**config.mk**
```make
export PLATFORM = sky130hd
export DESIGN_NAME = bff_ctrl
export DESIGN_NICKNAME = d
export VERILOG_FILES = /design/src/hw/rtl/bff_pkg.sv /design/src/hw/rtl/bff_ctrl.sv
export SDC_FILE = /design/constraint.sdc
export NUM_CORES = 1
export LEC_CHECK = 0
export ABC_AREA = 1
export BUFFER_PORTS_ARGS = -buffer_cell sky130_fd_sc_hd__buf_2
export CAP_MARGIN = 20
export CORE_MARGIN = 2
export CORE_UTILIZATION = 40
export DETAILED_ROUTE_END_ITERATION = 7
export PLACE_DENSITY = 0.72
export SYNTH_ARGS = -nofsm -noshare
export SYNTH_HDL_FRONTEND = slang
export SYNTH_SLANG_ARGS = --single-unit
```
**constraint.sdc**
```tcl
create_clock -name clk_i -period 2.67 [get_ports clk_i]
set_clock_uncertainty 0.1 [all_clocks]
set_input_delay 0 -clock clk_i [delete_from_list [all_inputs] [get_ports clk_i]]
set_output_delay 0 -clock clk_i [all_outputs]
set_load 0.005 [all_outputs]
```
**src/hw/rtl/bff_pkg.sv**
```systemverilog
// ----------------------------------------------------------------------------
// bff_pkg
// Shared types, codes and helpers of the brush fill framebuffer unit.
// ----------------------------------------------------------------------------
package bff_pkg;

  // Command kinds carried on the input tuser
  typedef enum logic [1:0] {
    KIND_SET    = 2'd0,
    KIND_SQUARE = 2'd1,
    KIND_DISC   = 2'd2,
    KIND_READ   = 2'd3
  } kind_e;

  // Configuration register indexes
  typedef enum logic [0:0] {
    REG_FRAME_WIDTH  = 1'b0,
    REG_FRAME_HEIGHT = 1'b1
  } reg_idx_e;

  localparam int unsigned CfgW      = 9;
  localparam int unsigned CoordW    = 11;
  localparam int unsigned BrushW    = 7;
  localparam int unsigned ChanW     = 16;
  localparam int unsigned PixelW    = 32;
  localparam int unsigned CountW    = 13;
  localparam int unsigned InDataW   = 96;
  localparam int unsigned OutDataW  = 48;
  localparam logic [CfgW-1:0] FrameReset = 9'd256;

  // Cycles between the last pixel issue and a final result
  localparam int unsigned DrainCycles = 3;

  // Controller to datapath commands
  typedef struct packed {
    logic clr_en;    // write zero at the clear address and advance it
    logic load;      // capture a new command
    logic issue;     // current pixel offset is valid, advance offsets
    logic out_load;  // move the result into the output register
  } ctrl_cmd_t;

  // Datapath to controller status
  typedef struct packed {
    logic clr_last;  // clear address is at the last entry
    logic s_zero;    // brush has no pixels
    logic last;      // current offset is the last one of the brush
  } dp_status_t;

  // Clamp a signed Q3.12 channel to 0..1 and scale to a byte (truncating)
  function automatic logic [7:0] chan_byte(input logic signed [ChanW-1:0] c);
    logic [12:0] cl;
    logic [20:0] prod;
    if (c[ChanW-1]) begin
      cl = 13'd0;
    end else if (c > 16'sd4096) begin
      cl = 13'd4096;
    end else begin
      cl = c[12:0];
    end
    prod = ({8'd0, cl} << 8) - {8'd0, cl};
    return prod[19:12];
  endfunction

endpackage

```
**src/hw/rtl/bff_ctrl.sv**
```systemverilog
// ----------------------------------------------------------------------------
// bff_ctrl
// Command sequencer: clear pass, command capture, pixel issue, drain, result.
// ----------------------------------------------------------------------------
module bff_ctrl (
  input  logic                  clk_i,
  input  logic                  rst_ni,
  input  logic                  s_valid_i,
  input  logic                  m_ready_i,
  input  bff_pkg::dp_status_t   status_i,
  output bff_pkg::ctrl_cmd_t    cmd_o,
  output logic                  s_ready_o,
  output logic                  m_valid_o
);

  typedef enum logic [5:0] {
    ST_CLEAR  = 6'b000001,
    ST_IDLE   = 6'b000010,
    ST_START  = 6'b000100,
    ST_RUN    = 6'b001000,
    ST_DRAIN  = 6'b010000,
    ST_FINISH = 6'b100000
  } ctrl_state_e;

  localparam logic [1:0] DrainLast = 2'(bff_pkg::DrainCycles - 1);

  ctrl_state_e state_q, state_d;
  logic [1:0]  drain_q, drain_d;
  logic        m_valid_q, m_valid_d;
  logic        slot_free;

  assign slot_free = !m_valid_q || m_ready_i;

  always_comb begin
    state_d = state_q;
    drain_d = drain_q;
    cmd_o   = '0;
    case (state_q)
      ST_CLEAR: begin
        cmd_o.clr_en = 1'b1;
        if (status_i.clr_last) begin
          state_d = ST_IDLE;
        end
      end
      ST_IDLE: begin
        if (s_valid_i) begin
          cmd_o.load = 1'b1;
          state_d    = ST_START;
        end
      end
      ST_START: begin
        drain_d = '0;
        state_d = status_i.s_zero ? ST_DRAIN : ST_RUN;
      end
      ST_RUN: begin
        cmd_o.issue = 1'b1;
        drain_d     = '0;
        if (status_i.last) begin
          state_d = ST_DRAIN;
        end
      end
      ST_DRAIN: begin
        drain_d = drain_q + 2'd1;
        if (drain_q == DrainLast) begin
          state_d = ST_FINISH;
        end
      end
      ST_FINISH: begin
        if (slot_free) begin
          cmd_o.out_load = 1'b1;
          state_d        = ST_IDLE;
        end
      end
      default: begin
        state_d = ST_IDLE;
      end
    endcase
  end

  always_comb begin
    m_valid_d = m_valid_q;
    if (cmd_o.out_load) begin
      m_valid_d = 1'b1;
    end else if (m_ready_i) begin
      m_valid_d = 1'b0;
    end
  end

  always_ff @(posedge clk_i or negedge rst_ni) begin
    if (!rst_ni) begin
      state_q   <= ST_CLEAR;
      drain_q   <= '0;
      m_valid_q <= 1'b0;
    end else begin
      state_q   <= state_d;
      drain_q   <= drain_d;
      m_valid_q <= m_valid_d;
    end
  end

  assign s_ready_o = (state_q == ST_IDLE);
  assign m_valid_o = m_valid_q;

endmodule

```
Word-level counts from Yosys, hierarchy flattened:

Index checks and enable logic that the tools add are counted.

* bits in registers: 9
* bits of input ports: 7
* output and inout bits: 6
* word-level logic and storage cells: 38

* add/subtract/negate cells: 1
* equal/unequal tests: 12
* muxes and demuxes: 16
* reductions and logical operators: 6

Operators with widths (count)
* one-hot mux 6 bit (6 select lines): 1
* 2-to-1 mux 6 bit: 5
* inequality test 2 bit (second input constant): 5
* 2-to-1 mux 1 bit: 8
* equality test 6 x 1 -> 1 bit (second input constant): 1
* equality test 6 x 2 -> 1 bit (second input constant): 1
* equality test 6 x 3 -> 1 bit (second input constant): 1
* equality test 6 x 4 -> 1 bit (second input constant): 1
* equality test 6 x 5 -> 1 bit (second input constant): 1
* equality test 6 bit (second input constant): 1
* 2-to-1 mux 5 bit: 1
* AND reduction 5 bit: 1
* one-hot mux 2 bit (2 select lines): 1
* nonzero test 2 bit: 2
* adder 2 x 1 -> 2 bit (second input constant): 1
* equality test 2 bit (second input constant): 1
* OR reduction 2 bit: 1
* logical NOT 1 bit: 1
* logical OR 1 bit: 1

Longest topological paths before layout:

Gate-level depths: netlist of run 1.

* depth after elaboration: 5
* depth in mapped cells: 7
* mapped depth without buffers: 7

Least setup slack after synthesis of run 1:

OpenSTA, ideal clock, no wires.

* kind: register -> register
* from: register state_q[0]
* to: register state_q[1]
* library setup time: 0.118 ns
* arrival: 0.996 ns
* required time: 2.452 ns
* path slack: 1.456 ns
* stages on the path, launching flop included: 8
* path buffers: 0
* cell sequence: dfstp_2 > inv_1 > nor2_1 > nand4_1 > nand2_1 > nor2_2 > nand3_1 > nand2_1

* word-level cells in the longest chain between the ends: 3

RTL lines
* from (decl): RTL line bff_ctrl.sv:27 `ctrl_state_e state_q, state_d;`
* from (signal assigned): RTL line bff_ctrl.sv:95 `state_q <= state_d;`
* equality test 6 x 5 -> 1 bit (tied with other cells): RTL line bff_ctrl.sv:38 `case (state_q)`
* inequality test 2 bit (no line)
* AND reduction 5 bit (no line)

Several ways; a longest one is shown, not always the timed one.
A chain may end at the register's enable or synchronous reset.

Final worst setup path of run 1:

* from: register state_q[5]
* to: register state_q[3]

Same word-level chain as after synthesis.

==> results of run 1 <==
per-stage QoR:
step,area (um2),hold WS [ns]
after global routing,713,0.0367
final,713,0.00803
after CTS,713,0.00768
after floorplan,556,-0.396
after detailed placement,627,-0.238
after global placement,627,-0.238
cells in the final DEF (no fill, tap or decap):
cell,instances
and3_1,1
dlygate4sd3_1,6
inv_1,19
nor2_2,6
nor2_4,3
ha_1,1
o21ai_0,1
nand2_1,8
clkbuf_4,3
dfrtp_1,8
buf_2,12
or2_2,1
clkbuf_1,1
nand3_1,7
o22ai_1,2
dfstp_2,1
nor2_1,9
o21ai_1,1
nand4_1,2
nand3_2,2
final cells by class:
class	instances	area (um2)
sequential	9	226
inverter	19	71.3
timing repair buffer	18	120
multi-input combinational	44	250
clock buffer	4	26.3
fill	128	588
tap	15	18.8
routing by layer:
| layer | wire length (um) | GRT usage [%] |
|---|---|---|
| met3 | 20 | 1.63 |
| met1 | 458 | 19.9 |
| met4 | 28 | 9.68 |
| met2 | 567 | 30.1 |
| met5 | 0 | 0 |
Yosys cell counts (all sizes together):
master | n | area share (%)
or2 | 1 | 1.1
buf | 1 | 1.4
nand2 | 8 | 5.4
and3 | 1 | 1.1
nand4 | 2 | 2.3
inv | 19 | 13
o21ai | 2 | 1.8
nor2 | 18 | 19
dfrtp | 8 | 36
dfstp | 1 | 4.7
ha | 1 | 2.3
o22ai | 2 | 2.3
nand3 | 9 | 9.9
flip-flops by register name, indices dropped and copies added (netlist names):
register and cells:
drain_q 2, m_valid_o 1, state_q 6
kinds of logic after synthesis:
kind of cell               Yosys count
and+or+nand+nor                     39
buffers and inverters               20
DFF                                  9
AOI/OAI and AO/OA                    4
adders and majority gates            1
critical path: cells and delay by family, from the launching register on:
family / cells / cell delay (ns)
flops: 1 / 0.42
compound gates: 1 / 0.17
simple gates: 2 / 0.35
buf+inv: 1 / 0.56
power breakdown:
group | leakage (nW) | switching (mW) | internal (mW) | total (mW)
registers | 0.117 | 0.0407 | 0.176 | 0.217
clock network | 0.0150 | 0.0519 | 0.0578 | 0.110
logic | 0.294 | 0.181 | 0.117 | 0.298
total | 0.427 | 0.274 | 0.351 | 0.625
timing repair:
item | 4_1_cts | 5_1_grt
resized for setup | 0 | 0
hold buffers | 6 | 0
endpoints found under the hold margin | 14 | 0
final timing paths:
kind,end,cells past startpoint
worst max-delay path,state_q[3],4
worst min-delay path,state_q[3],2
worst max register to register,state_q[3],4
worst min register to register,drain_q[0],3
max in group asynchronous,state_q[0],2
min in group clk_i,state_q[4],5
==> flow_metrics.py, run 1 <==
metrics = {
    "synthesis": {
        "synth_compound_area_share_pct": 4.05,
        "netlist_area_um2": 556,
        "synthAdderAreaFrac_pct": 2.25,
        "synthesis.instances": 73,
        "postSynthNetCount": 81,
        "synthMuxAreaShare_pct": 0,
        "yosys.area_share.xor_xnor_pct": 0,
        "yosys.cell_types.count": 17,
        "synth.ff_latch_count": 9,
        "synth.yosys.warnings": 0,
        "yosysSeqAreaShare_pct": 40.8,
        "post_synth.cell_area_avg_um2": 7.61,
        "synth-simple-area-share_pct": 38.7,
        "largest_family_of_logic_cells_by_synthesized_area": "simple AND/OR/NAND/NOR gates",
    },
    "layout": {
        "layout-drive-gt1-share_pct": 29.8,
        "fin_util_pct": 54.8,
        "antenna_cells_inserted": 0,
        "final_cells": 109,
        "finish.net_count": 103,
        "area_growth_synth_to_finish_pct": 28.4,
    },
    "cts": {
        "sinks_on_the_clock_net": 9,
        "cts.root.buffer_cell": "clkbuf_4",
        "ctsHtreeMaxLevel": 1,
        "cts_tree": "done",
        "clock_insertion_delay_worst_skew_ns": 0.26,
        "cts.path.max_buffers": 2,
        "cts_post_setup_buffers_inserted": 0,
        "clkTransAtPathRegs_ns": 0.07,
        "cts_inserted_buffers": 3,
    },
    "timing": {
        "worst_slew_pin_slew_ns": 0.210,
        "final-max-slew-violation-count": 0,
        "worst_setup_slack_final_ns": 1.01,
        "report.final.setup_viol": 0,
        "setup_total_negative_slack_ns": 0,
        "fmaxAchievable_mhz": 602,
        "slew_headroom_pct": 86.0,
        "finalHoldViolCount": 0,
        "rsz0062_at_grt": "no",
        "fin_crit_sh_pct": 62.2,
        "final.min_clock_period_ns": 1.66,
    },
    "setup_path": {
        "crit_slowest_cell": "dlygate4sd3_1",
        "worst-path-max-fanout": 6,
        "critical_path_class": "reg -> reg",
        "endpoint_kind": "register",
        "cell_breakdown_of_the_critical_path": "nor2_4, nand3_1, o22ai_1, dlygate4sd3_1",
        "cp_data_arrival_time_ns": 1.77,
        "slack_of_the_worst_reg_to_reg_path_ns": 1.01,
        "critical_path.startpoint": "state_q[5]",
        "startpoint_of_the_lowest_slack_register_to_register_path": "state_q[5]",
        "worstSetupStartpointType": "register",
        "worst_path_largest_cell_delay_ns": 0.56,
        "worstPathRequired_ns": 2.78,
    },
    "global_routing": {
        "first_global_vias": 504,
        "grt.total_usage_pct": 17.1,
        "grt_antenna_before_repair": 0,
        "grt_start_max_net_pins": 10,
        "global_route_wire_length_before_repair_um": 1870,
        "grt.overflow.total": 0,
    },
    "route": {
        "viasPerCell": 4.72,
        "final_routed_drc_violation_total": 0,
        "drt_iter0_markers": 4,
        "final_antenna_net_count": 0,
        "drt_first_pass_iters": 2,
        "overall_routed_net_length_um": 1080,
        "routed_wire_length_per_instance_um": 9.86,
        "num_vias": 514,
    },
    "power": {
        "static_leakage_nw": 0.427,
        "max-vdd-ir-drop_uv": 515,
        "powerDensity_nw_per_um2": 876,
        "post-layout-total-power_uw": 625,
    },
    "floorplan": {
        "dieArea_um2": 1700,
        "y_dimension_of_the_die_um": 41.3,
        "die_x_um": 41.3,
        "io_pins": 13,
        "num_rows": 13,
        "start_util_pct": 42.7,
        "area_of_the_placeable_core_um2": 1300,
    },
    "outcome": {
        "run_status": "finished clean",
    },
    "min_path": {
        "timing.hold.worst.class": "in -> async",
    },
    "placed_design": {
        "detailedPlace.worstSlack_ns": 1.34,
        "portBuffers": 12,
        "final_weighted_congestion_in_routability_driven_placement": 0.785,
        "numPlacedInstances": 99,
        "detailed_place_hpwl_um": 800,
    },
    "job": {
        "drv_cap": 0,
    },
}
Power figures use the tool's default switching activity.
==> run 2: changes to the inputs <==
Settings changed: ABC_AREA 1 to 0, CORE_AREA set to 2 2 39 41, CORE_MARGIN 2 to unset, CORE_UTILIZATION 40 to unset, DIE_AREA set to 0 0 41 43, PLACE_DENSITY 0.72 to 0.7.
Clock period 2.67 ns to 1.56 ns, I/O delays scaled along.
==> run 2 against run 1 <==
  * The run now ends with setup timing left
  * Area after synthesis shrank 11%
  * Power grew 85%
  * Highest routed layer is now met3
  * Largest power group unchanged
  * Critical path depth grew 1
  * Sequential cell count is the same
  * Setup slack lost 1.1 ns
  * Largest cell class unchanged
  * Clock-buffer cell count is the same
==> flow_metrics.py, run 2 <==
metrics = {
    "outcome": {
        "run_status": "finished with violations",
        "failed_checks": "setup timing",
    },
    "cts": {
        "clock_insertion_delay_worst_skew_ns": 0.25,
        "clkTransAtPathRegs_ns": 0.06,
        "cts_inserted_buffers": 3,
        "cts.path.max_buffers": 2,
        "ctsHtreeMaxLevel": 1,
        "cts.root.buffer_cell": "clkbuf_4",
        "cts_tree": "done",
        "sinks_on_the_clock_net": 9,
    },
    "placed_design": {
        "detailed_place_hpwl_um": 781,
        "detailedPlace.worstSlack_ns": 0.0303,
        "dpl-instance-area_um2": 584,
        "portBuffers": 12,
        "final_weighted_congestion_in_routability_driven_placement": 0.696,
    },
    "setup_path": {
        "worstSetupStartpointType": "register",
        "slack_of_the_worst_reg_to_reg_path_ns": -0.04,
        "reg2reg_to": "state_q[4]",
        "cell_breakdown_of_the_critical_path": "nor4_2, nand3b_1, inv_1, and2_1, buf_2",
        "worst_reg_to_reg_path_cell_count": 5,
        "critical_path.startpoint": "state_q[5]",
        "startpoint_of_the_lowest_slack_register_to_register_path": "state_q[2]",
        "critical_path_class": "reg -> out",
        "worst-path-max-fanout": 3,
        "worst_path_largest_cell_delay_ns": 0.41,
        "endpoint_kind": "output pin",
        "cp_data_arrival_time_ns": 1.53,
        "worstPathRequired_ns": 1.46,
        "crit_slowest_cell": "dfrtp_1",
    },
    "global_routing": {
        "first_global_vias": 456,
        "global_route_wire_length_before_repair_um": 1860,
        "grt_start_max_net_pins": 10,
        "grt.overflow.total": 0,
        "grt_antenna_before_repair": 0,
        "grt.total_usage_pct": 15.5,
    },
    "layout": {
        "area_growth_synth_to_finish_pct": 48.6,
        "layout.cells.most_common": "buf_2",
        "design_area_um2": 738,
        "multiInputGateArea_um2": 274,
        "register_area_um2": 228,
        "antenna_cells_inserted": 0,
        "layout-drive-gt1-share_pct": 42.3,
        "fill_cells": 134,
        "layout_common_cells": "buf_2 (12), buf_4 (8), dfrtp_1 (7)",
        "finish.net_count": 87,
        "largest_register_ffs": 6,
        "largest_register_by_flop_count": "state_q",
    },
    "route": {
        "final_antenna_net_count": 0,
        "met2_wirelength_um": 623,
        "met3_length_um": 31,
        "route.top_layer_used": "met3",
        "drt_iter0_markers": 6,
        "overall_routed_net_length_um": 1210,
        "final_routed_drc_violation_total": 0,
        "num_vias": 478,
        "routed_wire_length_per_instance_um": 12.9,
        "met1_length_um": 558,
        "drt_first_pass_iters": 2,
        "viasPerCell": 5.09,
    },
    "job": {
        "drv_cap": 0,
    },
    "timing": {
        "fmaxAchievable_mhz": 615,
        "final.min_clock_period_ns": 1.63,
        "rsz0062_at_grt": "yes",
        "fin_worst_hold_slack_ns": 0.0133,
        "slew_headroom_pct": 72.3,
        "setup_total_negative_slack_ns": -0.173,
        "worst_slew_pin_slew_ns": 0.411,
        "fin_crit_sh_pct": 104,
        "final-max-slew-violation-count": 0,
        "report.final.setup_viol": 4,
        "worst_setup_slack_final_ns": -0.0656,
        "finalHoldViolCount": 0,
    },
    "floorplan": {
        "y_dimension_of_the_die_um": 43,
        "num_rows": 14,
        "dieArea_um2": 1760,
        "die_x_um": 41,
        "area_of_the_placeable_core_um2": 1380,
        "start_util_pct": 35.9,
        "io_pins": 13,
    },
    "power": {
        "post-layout-total-power_mw": 1.16,
        "powerDensity_nw_per_um2": 1570,
        "max-vdd-ir-drop_uv": 1050,
        "static_leakage_nw": 0.364,
    },
    "synthesis": {
        "post_synth.cell_area_avg_um2": 9.93,
        "yosys.cell_types.count": 23,
        "synth.ff_latch_count": 9,
        "count_of_flip_flops_with_a_built_in_enable_after_synthesis": 0,
        "synth.yosys.warnings": 0,
        "post-synth-top-area-cell": "dfrtp_1",
        "synthesis.instances": 50,
        "synth_top_cell_area_share_pct": 40.3,
        "yosysSeqAreaShare_pct": 45.6,
        "postSynthNetCount": 58,
        "synthFlopType": "dfrtp_1",
        "yosysMostFrequentCell": "dfrtp_1",
        "netlist_area_um2": 497,
        "postSynth.asyncResetShare_pct": 100,
        "synthTopCellsByArea": "dfrtp_1 (40%), dfstp_2 (5.3%), nand3b_1 (4.5%), nand3_1 (4.0%), o21ai_0 (4.0%)",
        "synthTopCellsByCount": "dfrtp_1 (8), inv_1 (5), nand3_1 (4), o21ai_0 (4)",
    },
    "min_path": {
        "holdPathEnd": "state_q[3]",
        "hold_path_depth": 4,
        "timing.hold.worst.class": "in -> reg",
        "hold_path_startpoint": "status_i[0]",
    },
}
[run 2: worst max path at each step]
stage | end | slack, ns | cells after the start
finish | cmd_o[2] | -0.07 | 5
global route | cmd_o[2] | -0.14 | 5
CTS | cmd_o[2] | -0.05 | 5
detailed placement | state_q[4] | 0.03 | 4
global placement | state_q[1] | 0.08 | 4
floorplan | state_q[4] | 0.13 | 4
[run 2: area by class of cell]
cell class                 count  share of cell area (%)
sequential                     9                    30.8
multi-input combinational     35                    37.1
timing repair buffer          25                    23.2
tap                           16                    2.71
inverter                       5                    2.54
clock buffer                   4                    3.56
[run 2: per-layer routing]
layer  up-vias  global-route usage, %
li1        238                      -
met1       232                   19.7
met2         8                   24.7
met3         0                   3.14
met4         0                   6.00
met5         -                      0
[run 2: cell families after synthesis]
| logic type | after synthesis | share of synthesized area (%) |
|---|---|---|
| buf+inv | 6 | 5.29 |
| simple gates | 24 | 31.7 |
| fa+ha+maj | 1 | 2.52 |
| compound gates | 10 | 14.9 |
| flops | 9 | 45.6 |
[run 2: critical path: cells and delay by family, from the launching register on]
kind / cells / cell delay (ns)
buf+inv: 2 / 0.21
flops: 1 / 0.41
simple gates: 3 / 0.64
[run 2: where the power goes]
part	internal, mW	total [mW]	switching (mW)
sequential	0.298	0.372	0.0744
clock	0.0984	0.177	0.0789
combinational	0.343	0.606	0.263
total	0.739	1.16	0.417
[run 2: what timing repair did]
action / CTS / global route
endpoints found under the setup margin: 3 / 8
setup buffers: 3 / 4
hold endpoints to repair: 13 / 0
pin swaps: 2 / 8
gates resized for setup: 2 / 7
hold buffers: 4 / 0
[run 2: stage by stage]
step / utilization (%) / cells
3_5_place_dp: 42.2 / 79
5_1_grt: 53.3 / 94
3_3_place_gp: 42.2 / 79
2_1_floorplan: - / 50
4_1_cts: 49.5 / 90
6_report: 53.3 / 94
==> run 3: changes to the inputs <==
Settings changed: BUFFER_PORTS_ARGS -buffer_cell sky130_fd_sc_hd__buf_2 to -buffer_cell sky130_fd_sc_hd__buf_4.
==> run 3 against run 2 <==
  * The run ends with hold timing, setup timing left
  * Clock power up 4%
  * Via count fell by 3.6%
  * Critical path depth unchanged
  * Sequential cell count is the same
  * Sequential share of layout area is 1.1 points lower
  * Design area grew 4.7%
  * Register-to-register slack gained 0.04 ns
  * Setup slack better by 0.027 ns
  * Critical path type unchanged
  * Critical endpoint unchanged
  * Largest cell class unchanged
==> flow_metrics.py, run 3 (synthesis results as in run 2) <==
metrics = {
    "global_routing": {
        "grt.total_usage_pct": 17.3,
        "global_route_wire_length_before_repair_um": 2000,
        "grt_antenna_before_repair": 0,
        "grt_start_max_net_pins": 10,
        "first_global_vias": 461,
        "grt.overflow.total": 0,
    },
    "route": {
        "drt_first_pass_iters": 4,
        "viasPerCell": 5.07,
        "num_vias": 461,
        "routed_wire_length_per_instance_um": 12.9,
        "drt_iter0_markers": 2,
        "final_antenna_net_count": 0,
        "final_routed_drc_violation_total": 0,
        "overall_routed_net_length_um": 1170,
    },
    "cts": {
        "clkTransAtPathRegs_ns": 0.06,
        "clock_insertion_delay_worst_skew_ns": 0.26,
        "cts_tree": "done",
        "sinks_on_the_clock_net": 9,
        "ctsHtreeMaxLevel": 1,
        "cts_inserted_buffers": 3,
        "cts.path.max_buffers": 2,
        "cts.root.buffer_cell": "clkbuf_4",
    },
    "floorplan": {
        "die_x_um": 41,
        "y_dimension_of_the_die_um": 43,
        "start_util_pct": 35.9,
        "dieArea_um2": 1760,
        "io_pins": 13,
        "area_of_the_placeable_core_um2": 1380,
        "num_rows": 14,
    },
    "power": {
        "power.combinational.fraction_pct": 53.3,
        "static_leakage_nw": 0.359,
        "power_frac_clock_pct": 15.0,
        "total_switching_power_uw": 446,
        "power.share.sequential_pct": 31.7,
        "switch_share_pct": 36.4,
        "powerDensity_nw_per_um2": 1580,
        "max-vdd-ir-drop_uv": 852,
        "internal-power_uw": 779,
    },
    "setup_path": {
        "startpoint_of_the_lowest_slack_register_to_register_path": "state_q[2]",
        "worst_reg_to_reg_path_cell_count": 5,
        "crit_slowest_cell": "dfrtp_2",
        "worst_path_largest_cell_delay_ns": 0.45,
        "worstPathRequired_ns": 1.46,
        "endpoint_kind": "output pin",
        "cp_data_arrival_time_ns": 1.50,
        "cell_breakdown_of_the_critical_path": "nor4_4, nand3b_1, inv_2, and2_4, buf_6",
        "worst-path-max-fanout": 4,
        "reg2reg_to": "state_q[4]",
        "worstSetupStartpointType": "register",
        "slack_of_the_worst_reg_to_reg_path_ns": 0,
        "critical_path_class": "reg -> out",
    },
    "placed_design": {
        "detailedPlace.worstSlack_ns": 0.00764,
        "detailed_place_hpwl_um": 770,
        "final_weighted_congestion_in_routability_driven_placement": 0.783,
        "portBuffers": 12,
    },
    "layout": {
        "antenna_cells_inserted": 0,
        "fin_util_pct": 55.9,
        "layout-drive-gt1-share_pct": 46.7,
        "largest_register_ffs": 6,
        "largest_register_by_flop_count": "state_q",
        "finish.net_count": 84,
        "layout_common_cells": "buf_4 (15), dfrtp_1 (5), inv_1 (4), nand3_1 (4), dlygate4sd3_1 (4)",
        "area_growth_synth_to_finish_pct": 55.7,
        "layout.cells.most_common": "buf_4",
    },
    "timing": {
        "worst_slew_pin_slew_ns": 0.420,
        "setup_total_negative_slack_ns": -0.0434,
        "finalHoldViolCount": 8,
        "slew_headroom_pct": 71.7,
        "final.min_clock_period_ns": 1.60,
        "fin_worst_hold_slack_ns": -0.00839,
        "report.final.setup_viol": 2,
        "rsz0062_at_grt": "yes",
        "final-max-slew-violation-count": 0,
        "worst_setup_slack_final_ns": -0.0388,
        "fmaxAchievable_mhz": 625,
        "fin_crit_sh_pct": 102,
    },
    "job": {
        "drv_cap": 0,
    },
    "outcome": {
        "run_status": "finished with violations",
        "failed_checks": "hold timing, setup timing",
    },
    "min_path": {
        "timing.hold.worst.class": "in -> async",
    },
}
-- run 3: critical path: cells and delay by family, from the launching register on --
| family | cells | cell delay [ns] |
|---|---|---|
| and+or+nand+nor | 3 | 0.61 |
| DFF | 1 | 0.45 |
| buffers and inverters | 2 | 0.17 |
-- run 3: timing repair --
item / CTS / global route
gates resized for setup: 4 / 11
hold buffers: 4 / 0
pin swaps: 2 / 5
hold endpoints to repair: 13 / 0
endpoints found under the setup margin: 6 / 8
buffers inserted: 3 / 1
-- run 3: through the flow --
step	cell area, um2	cells	hold WS [ns]	power (mW)
5_1_grt	773	91	0.0179	1.31
4_1_cts	726	90	0.00346	1.08
3_5_place_dp	614	79	-0.270	0.821
3_3_place_gp	614	79	-0.271	0.810
2_1_floorplan	497	50	-0.396	0.641
6_report	773	91	-0.00839	1.23
-- run 3: power groups by stage --
| stage | registers [mW] | clock network (mW) | logic (mW) |
|---|---|---|---|
| after floorplan | 0.346 | 0 | 0.295 |
| after global placement | 0.350 | 0 | 0.461 |
| after detailed placement | 0.352 | 0 | 0.469 |
| after CTS | 0.367 | 0.183 | 0.535 |
| after global routing | 0.397 | 0.200 | 0.714 |
| final | 0.388 | 0.184 | 0.653 |
-- run 3: routing by layer --
layer / global-route usage, % / wire length (um)
met1: 23.0 / 498
met2: 24.4 / 612
met3: 1.57 / 42
met4: 14.0 / 19
met5: 0 / 0
-- run 3: cell type report --
cell class	count	area, um2
repair buffers	22	186
inverters	5	18.8
fillers	128	611
multi-input cells	35	292
well taps	16	20.0
flip-flops and latches	9	230
clock buffers	4	26.3
-- run 3: worst max path at each step --
| stage | from | to | slack (ns) | cells after the start |
|---|---|---|---|---|
| detailed placement | state_q[1] | state_q[1] | 0.008 | 4 |
| finish | state_q[2] | cmd_o[2] | -0.04 | 5 |
| floorplan | state_q[1] | state_q[4] | 0.13 | 4 |
| global placement | state_q[1] | state_q[4] | 0.09 | 5 |
| CTS | state_q[5] | cmd_o[2] | -0.04 | 5 |
| global route | state_q[2] | cmd_o[2] | -0.1 | 5 |
